[config.mk]
export PLATFORM = sky130hd
export DESIGN_NAME = mxs_cell
export DESIGN_NICKNAME = d
export VERILOG_FILES = /design/src/mxs_pkg.sv /design/src/mxs_cell.sv
export SDC_FILE = /design/constraint.sdc
export NUM_CORES = 1
export LEC_CHECK = 0
export ABC_AREA = 1
export ABC_CLOCK_PERIOD_IN_PS = 3000
export BUFFER_PORTS_ARGS = -buffer_cell sky130_fd_sc_hd__clkbuf_2
export CORE_MARGIN = 4
export CORE_UTILIZATION = 47
export DETAILED_ROUTE_END_ITERATION = 10
export HOLD_SLACK_MARGIN = 0.1
export PLACE_DENSITY = 0.79
export SLEW_MARGIN = 20
export SYNTH_ARGS = -nofsm -noshare
export SYNTH_HDL_FRONTEND = slang
export SYNTH_SLANG_ARGS = --single-unit
[constraint.sdc]
create_clock -name clk -period 3 [get_ports clk]
set_input_delay 0.75 -clock clk [delete_from_list [all_inputs] [get_ports clk]]
set_output_delay 0.75 -clock clk [all_outputs]
set_load 0.02 [all_outputs]
[src/mxs_pkg.sv]
`timescale 1ns / 1ps
`default_nettype none
// Shared types, codes and helpers for the max stack.
// Used by the cell row, the result queue and the top level; depends on nothing.

package mxs_pkg;

  localparam int DATA_W    = 32;
  localparam int COUNT_W   = 7;
  localparam int DEF_DEPTH = 64;

  typedef logic signed [DATA_W-1:0] data_t;

  typedef enum logic [1:0] {
    ACT_PUSH    = 2'd0,
    ACT_POP     = 2'd1,
    ACT_POP_MAX = 2'd2,
    ACT_PEEK    = 2'd3
  } act_t;

  // Command broadcast to every cell of the row.
  typedef enum logic [2:0] {
    COP_HOLD  = 3'd0,
    COP_PUSH  = 3'd1,
    COP_POP   = 3'd2,
    COP_START = 3'd3,
    COP_SCAN  = 3'd4,
    COP_FIX   = 3'd5
  } cell_op_t;

  typedef struct packed {
    cell_op_t op;
    logic     seed;
    data_t    mval;
  } cell_cmd_t;

  // What one cell shows to its two neighbors.
  typedef struct packed {
    data_t val;
    data_t pmax;
    logic  srch;
    logic  shft;
    logic  fix;
  } link_t;

  typedef struct packed {
    data_t              removed;
    data_t              top;
    data_t              maxv;
    logic [COUNT_W-1:0] count;
    logic               empty;
    logic               err;
  } result_t;

  function automatic data_t smax(data_t a, data_t b);
    return (a > b) ? a : b;
  endfunction

endpackage

`default_nettype wire

[src/mxs_cell.sv]
`timescale 1ns / 1ps
`default_nettype none
// One stack cell: an entry and the largest value from this entry to the bottom.
// Depends on mxs_pkg.

module mxs_cell #(
  parameter int IDX   = 0,
  parameter int IDX_W = 6
) (
  input  wire logic               clk,
  input  wire logic               rst_n,
  input  wire mxs_pkg::cell_cmd_t cmd_i,
  input  wire logic [IDX_W-1:0]   base_i,
  input  wire mxs_pkg::link_t     up_i,
  input  wire mxs_pkg::link_t     dn_i,
  output mxs_pkg::link_t          link_o
);
  import mxs_pkg::*;

  data_t val_r, val_nxt;
  data_t pmax_r, pmax_nxt;
  logic  srch_r, srch_nxt;
  logic  shft_r, shft_nxt;
  logic  fix_r, fix_nxt;
  logic  match;
  logic  is_base;

  assign match   = (val_r == cmd_i.mval);
  assign is_base = (base_i == IDX_W'(IDX));

  assign link_o.val  = val_r;
  assign link_o.pmax = pmax_r;
  assign link_o.srch = srch_r & ~match;
  // Once the hunted copy is found, every cell below it takes its lower neighbor.
  assign link_o.shft = (srch_r & match) | shft_r;
  assign link_o.fix  = fix_r;

  always_comb begin
    val_nxt  = val_r;
    pmax_nxt = pmax_r;
    srch_nxt = 1'b0;
    shft_nxt = 1'b0;
    fix_nxt  = cmd_i.seed & is_base;
    unique case (cmd_i.op)
      COP_PUSH: begin
        val_nxt  = up_i.val;
        pmax_nxt = up_i.pmax;
      end
      COP_POP: begin
        val_nxt  = dn_i.val;
        pmax_nxt = dn_i.pmax;
      end
      COP_START: begin
        srch_nxt = up_i.srch;
      end
      COP_SCAN: begin
        srch_nxt = up_i.srch;
        shft_nxt = up_i.shft;
        if (link_o.shft) begin
          val_nxt = dn_i.val;
        end
      end
      COP_FIX: begin
        fix_nxt = dn_i.fix;
        if (fix_r) begin
          pmax_nxt = is_base ? val_r : smax(val_r, dn_i.pmax);
        end
      end
      default: ;
    endcase
  end

  always_ff @(posedge clk) begin
    if (!rst_n) begin
      srch_r <= 1'b0;
      shft_r <= 1'b0;
      fix_r  <= 1'b0;
    end else begin
      srch_r <= srch_nxt;
      shft_r <= shft_nxt;
      fix_r  <= fix_nxt;
    end
  end

  always_ff @(posedge clk) begin
    val_r  <= val_nxt;
    pmax_r <= pmax_nxt;
  end

endmodule

`default_nettype wire

==> impl_metrics.json <==
{
  "place_ws_ps": 98.0,
  "place_inst": 993,
  "grt_pass1_vias": 4739,
  "fp.dieArea_sq_um": 12400,
  "synth_sequential_area_ratio": 0.393,
  "setup_viol": 0,
  "rsz0062_at_grt": "no",
  "drt_first_pass_iters": 5,
  "ctsHoldBuffers": 0,
  "place_area_sq_um": 6390,
  "cts_max_level": 3,
  "power_per_cell_area_nw_per_um2": 385,
  "routed_wl_microns": 15100,
  "post-route-util": 0.632,
  "dr.first_iter.drc_count": 370,
  "crit_path_kind": "flip-flop to output pin",
  "fin_setup_tns_ps": 0,
  "tritoncts": "done",
  "yosys-top-cells-area": "sky130_fd_sc_hd__edfxtp_1 (38%), sky130_fd_sc_hd__nand3_1 (11%), sky130_fd_sc_hd__nand2_1 (9.9%)",
  "synthDistinctLibCells": 28,
  "power.switching_fraction": 0.318,
  "top_level_ports": 245,
  "post_synthesis_simple_gate_area_fraction": 0.258,
  "totalPowerFinal_mw": 2.52,
  "seqPwrFrac": 0.458,
  "grt_start_max_net_pins": 65,
  "die_w_microns": 112,
  "worstPathMaxFanout": 4,
  "outcome": "completed",
  "clockRootBuffer": "sky130_fd_sc_hd__clkbuf_8",
  "final-instance-count-excl-fill": 1009,
  "layout.filler_cells": 988,
  "routedWlPerCell_microns": 15.0,
  "dominant_combinational_cell_family_by_area_after_synthesis": "simple AND/OR/NAND/NOR gates",
  "syn_to_final_growth_pct": 30.1,
  "post_synth_mux_area_share": 0.0715,
  "fp-row-count": 37,
  "power.share.clock": 0.244,
  "startpoint_type": "flip-flop",
  "maxClockFrequency_mhz": 358,
  "tightestPinTransition_ps": 990,
  "portBuffers": 241,
  "gate_count_after_technology_mapping": 632,
  "layout_min_cycle_time_ps": 2790,
  "insertion_delay_ps": 340,
  "grt_first_pass_wirelength_microns": 23900,
  "crit_required_ps": 2250,
  "post-synth-top-area-cell": "sky130_fd_sc_hd__edfxtp_1",
  "drv_cap": 0,
  "worstHoldPathType": "primary input to flip-flop",
  "critical_path_arrival_ps": 2040,
  "cp-end-kind": "output pin",
  "design.final.nets": 1078,
  "global_route.usage.total": 0.241,
  "layout_cells_sized_above_1": 0.357,
  "numClockSinks": 67,
  "numCtsBuffers": 9,
  "p_comb_frac": 0.298,
  "drt.antenna.violating_nets": 0,
  "floorplan.core_area_sq_um": 10400,
  "antenna_cells_inserted": 0,
  "hold-worst-slack_ps": 620,
  "synthAdderAreaFrac": 0.0795,
  "switchingPower_mw": 0.804,
  "yosys.area_share.xor_xnor": 0.0330,
  "grt_antenna_before_repair": 0,
  "worst_setup_hold_path_clk_slew_ps": 70,
  "yosys_warnings": 0,
  "post-route-worst-setup-slack_ps": 207,
  "synth_compound_area_frac": 0.0536,
  "syn_nets": 842,
  "stdcell_area_sq_um": 6560,
  "synth_area_sq_um": 5040,
  "gp_congestion": 0.915,
  "layout_worst_path_cycle_share": 0.931,
  "route.detailed.drc": 0,
  "hold_viol_final": 0,
  "hpwl_microns": 12600,
  "vias_per_cell": 5.01,
  "syn-mean-instance-area_sq_um": 7.97,
  "count_of_vias_placed_by_the_detailed_router": 5057,
  "synth_seq_cells": 67,
  "cts_resized": 0,
  "final_max_slew_viol_count": 0,
  "power_leakage_nw": 3.48,
  "yosysTopAreaCellShare": 0.381,
  "p_int_mw": 1.72,
  "global_route.overflow_total": 0,
  "worst_slew_margin_rel": 0.339,
  "die_h_microns": 112,
  "cts.path.max_buffers": 2,
  "worst_clock_skew_ps": 9.98,
  "vdd_drop_max_mv": 0.226,
  "initial_util": 0.486,
  "cts_setup_buffers": 0
}
worst max-delay path, cell delays in order (launching register included):
cell,delay (ps)
sky130_fd_sc_hd__edfxtp_1,500
sky130_fd_sc_hd__xnor2_1,230
sky130_fd_sc_hd__nand3_1,100
sky130_fd_sc_hd__nor4_1,290
sky130_fd_sc_hd__nand2_1,100
sky130_fd_sc_hd__nor2_1,150
sky130_fd_sc_hd__nand2_1,70
sky130_fd_sc_hd__nand2_1,90
sky130_fd_sc_hd__clkbuf_2,180
per-layer routing:
layer  vias up  track usage  routed length (microns)
met5         -            0                        0
met4         0       0.0908                      484
met3        40       0.0587                     1410
met2       269        0.371                     6920
met1      2197        0.329                     6320
li1       2551            -                        -
synth_stat cells:
library cell               count
sky130_fd_sc_hd__o21ai_1       8
sky130_fd_sc_hd__dfxtp_1       3
sky130_fd_sc_hd__mux2_2       32
sky130_fd_sc_hd__o21ai_0      28
sky130_fd_sc_hd__buf_1         3
sky130_fd_sc_hd__nand2_2       1
sky130_fd_sc_hd__buf_6         3
sky130_fd_sc_hd__nor3_1        2
sky130_fd_sc_hd__ha_1         32
sky130_fd_sc_hd__nor3_2        1
sky130_fd_sc_hd__nor2_1       20
sky130_fd_sc_hd__nor2_2        1
sky130_fd_sc_hd__buf_2         7
sky130_fd_sc_hd__and3_1        1
sky130_fd_sc_hd__nand2_4       2
sky130_fd_sc_hd__o21a_1        1
sky130_fd_sc_hd__or2_2        10
sky130_fd_sc_hd__nand2_1     133
sky130_fd_sc_hd__edfxtp_1     64
sky130_fd_sc_hd__clkbuf_1     12
sky130_fd_sc_hd__buf_4         1
sky130_fd_sc_hd__inv_1       114
sky130_fd_sc_hd__nor4_1        3
sky130_fd_sc_hd__xnor2_1      19
sky130_fd_sc_hd__a21oi_1      15
sky130_fd_sc_hd__nand3_1     110
sky130_fd_sc_hd__nand4_1       5
sky130_fd_sc_hd__a21o_1        1
path summary, 6_finish.rpt:
| path | startpoint | endpoint | slack (ps) | cells after the start |
|---|---|---|---|---|
| worst max-delay path | val_r[12]$_DFFE_PP_ | link_o[1] | 210 | 8 |
| worst min-delay path | up_i[1] | shft_r$_SDFF_PN0_ | 620 | 3 |
| worst max register to register | val_r[31]$_DFFE_PP_ | pmax_r[23]$_DFFE_PP_ | 420 | 14 |
| worst min register to register | val_r[25]$_DFFE_PP_ | pmax_r[25]$_DFFE_PP_ | 770 | 4 |
placed cells by master (no fill, tap or decap):
cell                         instances
sky130_fd_sc_hd__buf_4               8
sky130_fd_sc_hd__nand2_4             2
sky130_fd_sc_hd__inv_1             114
sky130_fd_sc_hd__mux2_2             32
sky130_fd_sc_hd__o21a_1              1
sky130_fd_sc_hd__a21oi_1            15
sky130_fd_sc_hd__nand3_2             1
sky130_fd_sc_hd__clkbuf_1            3
sky130_fd_sc_hd__clkinvlp_4          1
sky130_fd_sc_hd__nor3_4              1
sky130_fd_sc_hd__o21ai_0            28
sky130_fd_sc_hd__or2_2              10
sky130_fd_sc_hd__buf_12              2
sky130_fd_sc_hd__o21ai_1             8
sky130_fd_sc_hd__nor2_2              1
sky130_fd_sc_hd__nor4_1              2
sky130_fd_sc_hd__edfxtp_1           64
sky130_fd_sc_hd__a21o_1              1
sky130_fd_sc_hd__nand4_1             5
sky130_fd_sc_hd__and3_1              1
sky130_fd_sc_hd__nand2_2             1
sky130_fd_sc_hd__clkinv_1            1
sky130_fd_sc_hd__clkinv_2            2
sky130_fd_sc_hd__nor2_1             20
sky130_fd_sc_hd__nor4_2              1
sky130_fd_sc_hd__clkbuf_8            9
sky130_fd_sc_hd__nand2_1           133
sky130_fd_sc_hd__clkbuf_2          241
sky130_fd_sc_hd__nand3_1           109
sky130_fd_sc_hd__dfxtp_1             3
sky130_fd_sc_hd__xnor2_1            19
sky130_fd_sc_hd__nor3_1              2
sky130_fd_sc_hd__ha_1               32
power groups by stage:
| stage | clock network, mW | registers, mW | logic (mW) |
|---|---|---|---|
| 4_1_cts | 0.629 | 1.16 | 0.751 |
| 6_report | 0.615 | 1.16 | 0.753 |
| 3_3_place_gp | 0 | 1.18 | 0.734 |
| 5_1_grt | 0.675 | 1.16 | 0.846 |
| 3_5_place_dp | 0 | 1.18 | 0.748 |
| 2_1_floorplan | 0 | 1.24 | 0.414 |
final cells by class:
class,count,area [sq um],area share
clock inverters,4,21.3,0.00324
clock buffers,12,135,0.0206
inverters,114,428,0.0653
repair buffers,251,1310,0.199
multi-input cells,425,2510,0.383
flip-flops and latches,67,1980,0.302
well taps,136,170,0.0260
sequential cells by signal (all words and copies together), names as in the netlist:
name,flops
val_r,32
pmax_r,32
srch_r,1
shft_r,1
fix_r,1
cells by family (layout without fill, tap and decap cells):
kind of cell	after synthesis	after routing
compound gates	53	53
simple gates	289	289
flops	67	67
xor+xnor	19	19
buf+inv	140	381
mux	32	32
fa+ha+maj	32	32
No activity file was read; power rests on OpenSTA's default activity.
