**src/mxs_pkg.sv**
```systemverilog
`timescale 1ns / 1ps
`default_nettype none
// Shared types, codes and helpers for the max stack.
// Used by the cell row, the result queue and the top level; depends on nothing.

package mxs_pkg;

  localparam int DATA_W    = 32;
  localparam int COUNT_W   = 7;
  localparam int DEF_DEPTH = 64;

  typedef logic signed [DATA_W-1:0] data_t;

  typedef enum logic [1:0] {
    ACT_PUSH    = 2'd0,
    ACT_POP     = 2'd1,
    ACT_POP_MAX = 2'd2,
    ACT_PEEK    = 2'd3
  } act_t;

  // Command broadcast to every cell of the row.
  typedef enum logic [2:0] {
    COP_HOLD  = 3'd0,
    COP_PUSH  = 3'd1,
    COP_POP   = 3'd2,
    COP_START = 3'd3,
    COP_SCAN  = 3'd4,
    COP_FIX   = 3'd5
  } cell_op_t;

  typedef struct packed {
    cell_op_t op;
    logic     seed;
    data_t    mval;
  } cell_cmd_t;

  // What one cell shows to its two neighbors.
  typedef struct packed {
    data_t val;
    data_t pmax;
    logic  srch;
    logic  shft;
    logic  fix;
  } link_t;

  typedef struct packed {
    data_t              removed;
    data_t              top;
    data_t              maxv;
    logic [COUNT_W-1:0] count;
    logic               empty;
    logic               err;
  } result_t;

  function automatic data_t smax(data_t a, data_t b);
    return (a > b) ? a : b;
  endfunction

endpackage

`default_nettype wire

```
**src/mxs_outq.sv**
```systemverilog
`timescale 1ns / 1ps
`default_nettype none
// Two-slot result queue: the output register and a holding register behind it.
// Depends on mxs_pkg.

module mxs_outq (
  input  wire logic             clk,
  input  wire logic             rst_n,
  input  wire logic             wr_i,
  input  wire mxs_pkg::result_t data_i,
  output logic                  full_o,
  output logic                  out_valid_o,
  input  wire logic             out_stall_i,
  output mxs_pkg::result_t      data_o
);
  import mxs_pkg::*;

  logic    out_valid_r;
  logic    hold_valid_r;
  result_t out_r;
  result_t hold_r;
  logic    take;
  logic    out_free;

  assign take        = out_valid_r & ~out_stall_i;
  assign out_free    = ~out_valid_r | take;
  assign full_o      = hold_valid_r;
  assign out_valid_o = out_valid_r;
  assign data_o      = out_r;

  always_ff @(posedge clk) begin
    if (!rst_n) begin
      out_valid_r  <= 1'b0;
      hold_valid_r <= 1'b0;
    end else if (out_free) begin
      out_valid_r  <= hold_valid_r | wr_i;
      hold_valid_r <= hold_valid_r & wr_i;
    end else if (wr_i) begin
      hold_valid_r <= 1'b1;
    end
  end

  always_ff @(posedge clk) begin
    if (out_free) begin
      if (hold_valid_r) begin
        out_r <= hold_r;
      end else if (wr_i) begin
        out_r <= data_i;
      end
    end
    if (wr_i && (hold_valid_r || !out_free)) begin
      hold_r <= data_i;
    end
  end

`ifndef SYNTHESIS
  a_hold_behind_out: assert property (@(posedge clk) disable iff (!rst_n)
    hold_valid_r |-> out_valid_r)
    else $error("holding slot is full while the output slot is empty");

  a_no_overflow: assert property (@(posedge clk) disable iff (!rst_n)
    wr_i |-> !(hold_valid_r && out_valid_r && out_stall_i))
    else $error("result written into a full queue");

  a_hold_advances: assert property (@(posedge clk) disable iff (!rst_n)
    (take && hold_valid_r) |=> out_valid_r)
    else $error("held result was not moved to the output slot");
`endif

endmodule

`default_nettype wire

```
**config.mk**
```make
export PLATFORM = sky130hd
export DESIGN_NAME = mxs_outq
export DESIGN_NICKNAME = d
export VERILOG_FILES = /design/src/mxs_pkg.sv /design/src/mxs_outq.sv
export SDC_FILE = /design/constraint.sdc
export NUM_CORES = 1
export LEC_CHECK = 0
export BUFFER_PORTS_ARGS = -buffer_cell sky130_fd_sc_hd__buf_2
export CORE_ASPECT_RATIO = 1.25
export CORE_MARGIN = 4
export CORE_UTILIZATION = 30
export DETAILED_ROUTE_END_ITERATION = 6
export PLACE_DENSITY = 0.52
export SYNTH_ARGS = -nofsm -noshare
export SYNTH_HDL_FRONTEND = slang
export SYNTH_SLANG_ARGS = --single-unit
```
**constraint.sdc**
```tcl
create_clock -name clk -period 8.9 [get_ports clk]
set_clock_uncertainty 0.2 [all_clocks]
set_input_delay 0.445 -clock clk [delete_from_list [all_inputs] [get_ports clk]]
set_output_delay 0.445 -clock clk [all_outputs]
set_load 0.02 [all_outputs]
```
==> reports/results.ini, run 1 <==
[outcome]
status=complete, no violations

[clock_network]
cts-buffers-inserted=22
path_clk_slew_ps=60
cts_tree=built
htree_levels=1
cts_sinks=212
clkLatencyLatePin_ps=490
cts_root_buf=clkbuf_16
cts_buffer_depth=3

[final_layout]
drive_above_1_share=0.5174
finalInstanceArea_um2=10890
nets=785
nFillCells=2238
diodes=0
seq_area_um2=6350
multi_input_area_um2=1310
syn2layout_area_growth_pct=40.95

[global_routing]
grt_pass1_vias=4816
grt_max_degree=72
grt-ovfl-total=0
grt_pass1_wl_mm=26.03
grtUsageTotal=0.1152
antenna_found_initial=0

[sta]
max_freq_ghz=0.3022
setup_violations=0
min_period_over_period=0.3717
rsz0062_at_grt=no
slew_headroom=0.3061
min_period_ps=3309
slew_viol_final=0
final.setup.tns_ps=0
worst_slew_pin_slew_ps=1041
finalHoldViolations=0

[power]
powerDensity_nw_per_um2=204.2
p_leak_nw=4.080
max-vdd-ir-drop_v=0.0001338

[floorplanning]
die_h_um=187.4
initial_core_util=0.3055
die-width_um=151.5
row_count=65
core_area_um2=25290
ioPinCount=216
die-area_um2=28400

[critical_path]
cp.required_ps=8820
crit_path_start_kind=flip-flop
crit_arrival_ps=3230
crit_fanout=71
crit_path_end_kind=flip-flop
crit_type=reg -> reg

[route]
ant_nets=0
remaining_drc_errors=0
drtPass1Iterations=4
num_vias=4309
vias_per_cell=4.204
drt_wl_total_mm=16.81
drt_iter0_drc=128
wire_per_inst_um=16.40

[synthesis]
syn-instance-count=339
ys_types=13
synth-seq-cells=212
synth_most_common_cell=edfxtp_1
synth_area_um2=7726
yosys-top-cells-area=edfxtp_1 82%, mux2_2 13%, mux2_4 3.3%, buf_6 0.58%, buf_2 0.52%
syn_nets=448
synth_area_leader_cell=edfxtp_1
yosysSeqAreaShare=0.8214
avgSynthCellArea_um2=22.79
ys_async_sr_fraction=0
synth_top_area_share=0.8162
synth_edf_count=210
ys_warn_count=0
synth_common_cells=210 x edfxtp_1, 88 x mux2_2, 17 x mux2_4, 8 x buf_2, 4 x buf_6
synthFlopType=edfxtp_1

[placement]
place.gp.congestion=0.7009
place_area_um2=9196
io_buffers=215
dp_hpwl_mm=10.77

[job]
cap_violations=0

[min_path]
hp-class=in -> reg

## through the flow
step | instances | total power, mW | utilization | setup slack [ps] | hold WS (ps)
2_1_floorplan | 339 | 1.309 | - | 2088 | 323.1
3_3_place_gp | 882 | 1.383 | 0.3636 | 5591 | 328.2
3_5_place_dp | 882 | 1.388 | 0.3636 | 5513 | 333.1
4_1_cts | 1025 | 2.267 | 0.4306 | 5523 | 2.832
5_1_grt | 1025 | 2.331 | 0.4306 | 5361 | 20.40
6_report | 1025 | 2.224 | 0.4306 | 5591 | 27.94
## cell type report
type                    instances  share of cell area
inverters                       1           0.0003447
clock inverters                10            0.004481
repair buffers                325              0.1988
flip-flops and latches        212              0.5831
well taps                     335             0.03849
clock buffers                  28             0.05457
multi-input cells             114              0.1203
## placed cells by master, fill, tap and decap left out
cell type / n
a21boi_0: 1
a21oi_1: 2
a21oi_4: 1
buf_2: 215
buf_4: 5
clkbuf_1: 5
clkbuf_16: 23
clkinv_1: 4
clkinv_2: 5
clkinv_4: 1
dfxtp_1: 1
dfxtp_4: 1
dlygate4sd3_1: 105
edfxtp_1: 210
inv_1: 1
mux2_2: 88
mux2_4: 17
nand2_1: 1
nand4_1: 1
nor2_1: 1
nor2_4: 1
o21ai_0: 1
## worst max-delay path: stages, from the launching register on
cell	delay, ps
dfxtp_4	680
buf_4	890
nor2_1	190
a21oi_4	170
buf_4	650
## sequential cells by signal, summed over array words and instances, names as in the netlist
register     cells
out_valid_o      1
full_o           1
data_o         105
hold_r         105
## routing by layer
metal  up-vias  part of all wire  GRT usage
met4         0             0.026    0.03423
li1       2027                 -          -
met5         -                 0          0
met2       156              0.50     0.2031
met3        32             0.094    0.03878
met1      2094              0.38     0.1309
## where the power goes
part | internal (mW) | switching [mW] | leakage, nW
Sequential | 1.16 | 0.0162 | 2.00
Combinational | 0.102 | 0.118 | 1.77
Clock | 0.470 | 0.356 | 0.319
## cell families (layout without fill, tap and decap cells)
kind of cell | after synthesis | in the layout | share of synthesized area
AOI/OAI and AO/OA | 5 | 5 | 0.003562
buffers and inverters | 13 | 364 | 0.01150
DFF | 212 | 212 | 0.8214
muxes | 105 | 105 | 0.1613
and+or+nand+nor | 4 | 4 | 0.002268
## worst paths after layout
path                    from           to  slack (ps)  cells past startpoint
setup / recovery      full_o   data_o[45]        5590                      4
setup reg to reg      full_o   data_o[45]        5590                      4
hold reg to reg   hold_r[98]   data_o[98]         340                      1
hold / removal         rst_n  out_valid_o          30                      2
## timing repair
item | in CTS | in global routing
hold buffers | 105 | 0
setup buffers | 0 | 0
resized for setup | 0 | 0
endpoints found under the setup margin | 0 | 0
endpoints found under the hold margin | 105 | 0
No activity file was read; power rests on OpenSTA's default activity.
==> run 2: changes to the inputs <==
ABC_AREA = 1   (was unset)
clock period = 3.1 ns   (was 8.9 ns; I/O delays follow)
==> run 2 against run 1 <==
Against the previous run: wire length is 7.7% higher; flip-flop and latch count did not move; critical path depth down 2; die area about the same; non-clock buffer count is 6 higher; combinational power grew to 3.0 times the previous value; via count rose by 19%; clock-buffer cell count fell by 1; critical endpoint is now full_o; largest power group unchanged.
==> reports/results.ini, run 2 <==
[sta]
slew_headroom=0.2175  ; -0.08856
rsz0062_at_grt=no
min_period_over_period=0.7871
max_freq_ghz=0.4098
slew_viol_final=0  ; unchanged
fin_ws_ps=660.0  ; -4931 ps
worst_slew_pin_slew_ps=1174  ; +132.8 ps
min_period_ps=2440
final.setup.tns_ps=0  ; unchanged
finalHoldViolations=0  ; unchanged
setup_violations=0  ; unchanged

[route]
wire_per_inst_um=14.55  ; -11%
remaining_drc_errors=0  ; unchanged
drtPass1Iterations=4  ; unchanged
drt_wl_total_mm=18.10  ; +7.7%
ant_nets=0  ; unchanged
drt_iter0_drc=201  ; +57%
vias_per_cell=4.131  ; -1.7%
num_vias=5139  ; +19%

[global_routing]
grtUsageTotal=0.1260  ; +0.01082
antenna_found_initial=2  ; +2
grt_pass1_vias=5328  ; +11%
grt_pass1_wl_mm=28.28  ; +8.6%
grt-ovfl-total=0  ; unchanged
grt_max_degree=108  ; +50%

[critical_path]
crit_arrival_ps=2090  ; -1140 ps
rr_endpoint=full_o
crit_chain=buf_4 > buf_2
crit_path_start_kind=flip-flop
max_stage_delay_ps=820  ; -70 ps
ff2ff_path_depth=6  ; +2
path_delay_family=buffers and inverters
cp.required_ps=2740  ; -6080 ps
crit_path_end_kind=primary output
r2r_slack_ps=670  ; -4920 ps
critPathSlowestCell=buf_4
crit_type=reg -> out
path_buf_inv=2  ; unchanged
timing.rr.start=full_o
crit_fanout=107  ; +51%

[min_path]
hold_end=hold_r[18]
min_from=data_i[18]
hp-class=in -> reg
holdPathStages=2  ; unchanged

[synthesis]
synthFlopType=edfxtp_1
ys_types=10  ; -3
synth-seq-cells=212  ; unchanged
synthXorXnorAreaFrac=0  ; unchanged
ys_warn_count=0  ; unchanged
synth.mux.area_fraction=0  ; -0.1613
yosys-top-cells-area=edfxtp_1 82%, nand2_1 15%, buf_2 0.91%, buf_4 0.58%, dfxtp_1 0.52%
synth_most_common_cell=nand2_1
synth_edf_count=210  ; unchanged
synth_top_area_share=0.8158  ; about the same
avgSynthCellArea_um2=13.75  ; -40%
ys_async_sr_fraction=0  ; unchanged
yosysSeqAreaShare=0.8210  ; about the same
synth-simple-area-share=0.1549  ; +0.1526
synth_top_family_by_area=simple AND/OR/NAND/NOR gates
synth_common_cells=319 x nand2_1, 210 x edfxtp_1, 14 x buf_2, 6 x buf_4, 4 x inv_1
synth_compound_area_frac=0.002104  ; -0.001459
synthAdderAreaFrac=0  ; unchanged
syn-instance-count=562  ; +66%
synth_area_um2=7730  ; about the same
syn_nets=671  ; +50%
synth_area_leader_cell=edfxtp_1

[clock_network]
cts_root_buf=clkbuf_16
htree_levels=1  ; unchanged
cts_buffer_depth=3  ; unchanged
cts_setup_buffers=0  ; unchanged
ctsHoldBuffers=110  ; +4.8%
cts_resized=0  ; unchanged
cts-buffers-inserted=22  ; unchanged
cts_tree=built
clkLatencyLatePin_ps=500  ; about the same
cts_sinks=212  ; unchanged
path_clk_slew_ps=60  ; about the same

[power]
p_leak_nw=4.613  ; +13%
p_sw_mw=1.492  ; +200%
powerDensity_nw_per_um2=611.2  ; +200%
power_frac_seq=0.507  ; -0.023
swShare=0.2228  ; +0.002769
clockPowerShare=0.394  ; +0.023
power_frac_comb=0.098  ; about the same
max-vdd-ir-drop_v=0.0004542  ; +240%
p_int_mw=5.205  ; +200%

[floorplanning]
die-area_um2=28410  ; about the same
initial_core_util=0.3056  ; about the same
ioPinCount=216  ; unchanged
die_h_um=187.5  ; about the same
die-width_um=151.6  ; about the same
core_area_um2=25290  ; unchanged
row_count=65  ; unchanged

[final_layout]
layout_common_cells=319 x nand2_1, 215 x buf_2, 210 x edfxtp_1
syn2layout_area_growth_pct=41.76
drive_above_1_share=0.2797  ; -0.2377
mostFrequentLayoutCell=nand2_1
nets=1003  ; +28%

[outcome]
status=complete, no violations

[job]
cap_violations=0  ; unchanged

[placement]
dp_slack_ps=964.0  ; -4549 ps
io_buffers=215  ; unchanged
dp_hpwl_mm=10.69  ; -0.67%
place.gp.congestion=0.7294  ; +4.1%

## run 2: cells by family after synthesis
kind of cell           Yosys count
DFF                            212
AOI/OAI and AO/OA                3
buffers and inverters           28
and+or+nand+nor                319
## run 2: worst max path at each step
stage,startpoint,end,slack [ps],depth (start not counted)
2_1_floorplan,full_o,data_o[0],10,4
3_3_place_gp,full_o,hold_r[16],940,5
3_5_place_dp,full_o,hold_r[19],960,5
4_1_cts,full_o,full_o,580,2
5_1_grt,full_o,full_o,510,6
6_report,full_o,full_o,660,2
## run 2: layer usage
metal,global-route usage,part of all wire,vias up
li1,-,-,2563
met1,0.1521,0.40,2356
met2,0.2168,0.50,172
met3,0.02933,0.064,46
met4,0.04772,0.035,2
met5,0,0.00039,-
## run 2: metrics by stage
| step | cells | power [mW] | cell area [um2] | hold slack [ps] | utilization |
|---|---|---|---|---|---|
| finish | 1244 | 6.697 | 10960 | 179.6 | 0.4332 |
| global route | 1244 | 7.001 | 10960 | 163.5 | 0.4332 |
| CTS | 1243 | 6.804 | 10960 | 152.7 | 0.4331 |
| detailed placement | 1095 | 4.019 | 9140 | 147.9 | 0.3614 |
| global placement | 1095 | 4.015 | 9140 | 147.7 | 0.3614 |
| floorplan | 562 | 3.763 | 7752 | 53.87 | - |
## run 2: layout make-up
cell class | count | area (um2)
fill | 2318 | 14340
sequential | 212 | 6350
timing repair buffer | 331 | 2222
multi-input combinational | 322 | 1225
clock buffer | 27 | 590.6
tap | 335 | 419.2
clock inverter | 11 | 123.9
inverter | 5 | 25.02
antenna | 1 | 2.502
## run 2: worst reg2reg max path, delay by kind of cell (launching register included)
family | cells | cell delay [ps]
buf+inv | 3 | 1470
flops | 1 | 350
simple gates | 2 | 230
compound gates | 1 | 70
## run 2: power groups by stage
| stage | Clock [mW] | Sequential, mW | Combinational (mW) |
|---|---|---|---|
| 2_1_floorplan | 0 | 3.60 | 0.159 |
| 3_3_place_gp | 0 | 3.46 | 0.555 |
| 4_1_cts | 2.73 | 3.40 | 0.669 |
| 3_5_place_dp | 0 | 3.46 | 0.560 |
| 5_1_grt | 2.86 | 3.41 | 0.726 |
| 6_report | 2.64 | 3.40 | 0.658 |
==> run 3: changes to the inputs <==
clock period = 2.5 ns   (was 3.1 ns; I/O delays follow)
==> run 3 against run 2 <==
Against the previous run: critical path depth increased by 4; setup slack got worse by 380 ps; clock power increased by 37%; critical path type is now reg -> reg; clock-buffer cell count unchanged; flip-flop and latch count unchanged; largest cell class unchanged; critical endpoint is now full_o; die area unchanged; design area increased by 2.2%; global-route usage increased by 0.40 points; sequential power increased by 24%; register-to-register slack got worse by 390 ps; core utilization increased by 0.97 points.
==> reports/results.ini, run 3 (synthesis results as in run 2) <==
[outcome]
status=complete, no violations

[sta]
worst_slew_pin_slew_ps=665.0  ; -508.7 ps
slew_viol_final=0  ; unchanged
finalHoldViolations=0  ; unchanged
slew_headroom=0.5557  ; +0.3382
rsz0062_at_grt=no
hold_ws_ps=34.65  ; -145.0 ps
final.setup.tns_ps=0  ; unchanged
min_period_over_period=0.8884
min_period_ps=2221
setup_violations=0  ; unchanged
max_freq_ghz=0.4502

[route]
wire_per_inst_um=15.04  ; +3.4%
ant_nets=0  ; unchanged
vias_per_cell=4.060  ; -1.7%
remaining_drc_errors=0  ; unchanged
drtPass1Iterations=4  ; unchanged
num_vias=5087  ; -1.0%
drt_wl_total_mm=18.85  ; +4.2%
drt_iter0_drc=174  ; -13%

[clock_network]
cts_sinks=212  ; unchanged
cts_resized=0  ; unchanged
cts_root_buf=clkbuf_16
htree_levels=1  ; unchanged
ctsHoldBuffers=110  ; unchanged
path_clk_slew_ps=60  ; about the same
cts_setup_buffers=0  ; unchanged
clkLatencyLatePin_ps=500  ; about the same
cts_buffer_depth=3  ; unchanged
cts-buffers-inserted=24  ; +9.1%
cts_tree=built

[placement]
dp_hpwl_mm=11.69  ; +9.3%
io_buffers=215  ; unchanged
place.gp.congestion=0.7643  ; +4.8%

[critical_path]
crit_path_start_kind=flip-flop
r2r_slack_ps=280  ; -390 ps
crit_fanout=21  ; -80%
crit_arrival_ps=2410  ; +320 ps
crit_path_end_kind=flip-flop
ff2ff_path_depth=6  ; unchanged
cp.required_ps=2680  ; -60 ps
crit_type=reg -> reg
rr_endpoint=full_o
timing.rr.start=full_o

[floorplanning]
die-width_um=151.6  ; unchanged
row_count=65  ; unchanged
initial_core_util=0.3056  ; unchanged
ioPinCount=216  ; unchanged
die_h_um=187.5  ; unchanged
core_area_um2=25290  ; unchanged
die-area_um2=28410  ; unchanged

[min_path]
hold_end=data_o[99]
min_from=out_stall_i
holdPathStages=4  ; +2
hp-class=in -> reg

[final_layout]
syn2layout_area_growth_pct=44.93
diodes=0  ; -1
nets=1009  ; +0.60%
drive_above_1_share=0.2919  ; +0.01220
mostFrequentLayoutCell=nand2_1
nFillCells=2352  ; +1.5%
layout_common_cells=317 x nand2_1, 215 x buf_2, 210 x edfxtp_1
final_util=0.4429  ; +0.009695

[power]
max-vdd-ir-drop_v=0.0004929  ; +8.5%
p_leak_nw=4.716  ; +2.2%
power_mw=8.684  ; +30%
powerDensity_nw_per_um2=775.1  ; +27%

[global_routing]
grt_pass1_wl_mm=29.03  ; +2.7%
grt_pass1_vias=5400  ; +1.4%
grtUsageTotal=0.1300  ; +0.004047
grt-ovfl-total=0  ; unchanged
grt_max_degree=108  ; unchanged
antenna_found_initial=0  ; -2

[job]
cap_violations=0  ; unchanged

==> run 3: changes by cell type in the layout (fill, tap and decap cells not counted), moves of 2 or more <==
| cell | before | now |
|---|---|---|
| buf_12 | 0 | 8 |
| clkbuf_16 | 23 | 25 |
| nand2_2 | 0 | 2 |
| clkinvlp_4 | 1 | 3 |
| clkinv_4 | 0 | 2 |
| clkbuf_1 | 4 | 2 |
| buf_4 | 6 | 2 |
| nand2_1 | 319 | 317 |
==> run 3: layout make-up <==
cell class | instances | area, um2 | share of cell area
Clock buffer | 27 | 633.1 | 0.05651
Timing Repair Buffer | 335 | 2352 | 0.2100
Clock inverter | 17 | 191.4 | 0.01709
Tap cell | 335 | 419.2 | 0.03741
Multi-Input combinational cell | 322 | 1230 | 0.1098
Sequential cell | 212 | 6350 | 0.5668
Inverter | 5 | 27.53 | 0.002457
==> run 3: per-layer routing <==
metal	GRT usage	up-vias	share of wire
li1	-	2575	-
met1	0.1585	2348	0.41
met2	0.2331	131	0.52
met3	0.02109	33	0.051
met4	0.04011	0	0.022
met5	0	-	0
==> run 3: critical path, stage by stage (launching register included) <==
cell and delay (ps):
dfxtp_4 360, inv_6 170, nand2_2 70, nand2_2 100
dlygate4sd3_1 560, a21oi_1 70, dlygate4sd3_1 560
==> run 3: per-stage QoR <==
| step | instance area, um2 | cells | worst slack (ps) |
|---|---|---|---|
| final | 11200 | 1253 | 278.9 |
| after floorplan | 7766 | 562 | -538.8 |
| after CTS | 11200 | 1253 | 283.2 |
| after global routing | 11200 | 1253 | 192.7 |
| after global placement | 9278 | 1099 | 623.6 |
| after detailed placement | 9278 | 1099 | 630.4 |
==> run 3: where the power goes <==
| group | internal (mW) | switching (mW) | leakage (nW) |
|---|---|---|---|
| clock | 2.23 | 1.39 | 0.399 |
| sequential | 4.16 | 0.0575 | 2.00 |
| combinational | 0.345 | 0.504 | 2.32 |
==> run 3: how the worst max path moves through the flow <==
stage            from    endpoint  slack (ps)  cells past startpoint
5_1_grt        full_o      full_o         190                      6
3_3_place_gp   full_o  data_o[45]         620                      3
3_5_place_dp   full_o  data_o[45]         630                      3
4_1_cts        full_o      full_o         280                      6
6_report       full_o      full_o         280                      6
2_1_floorplan  full_o   data_o[0]        -540                      4
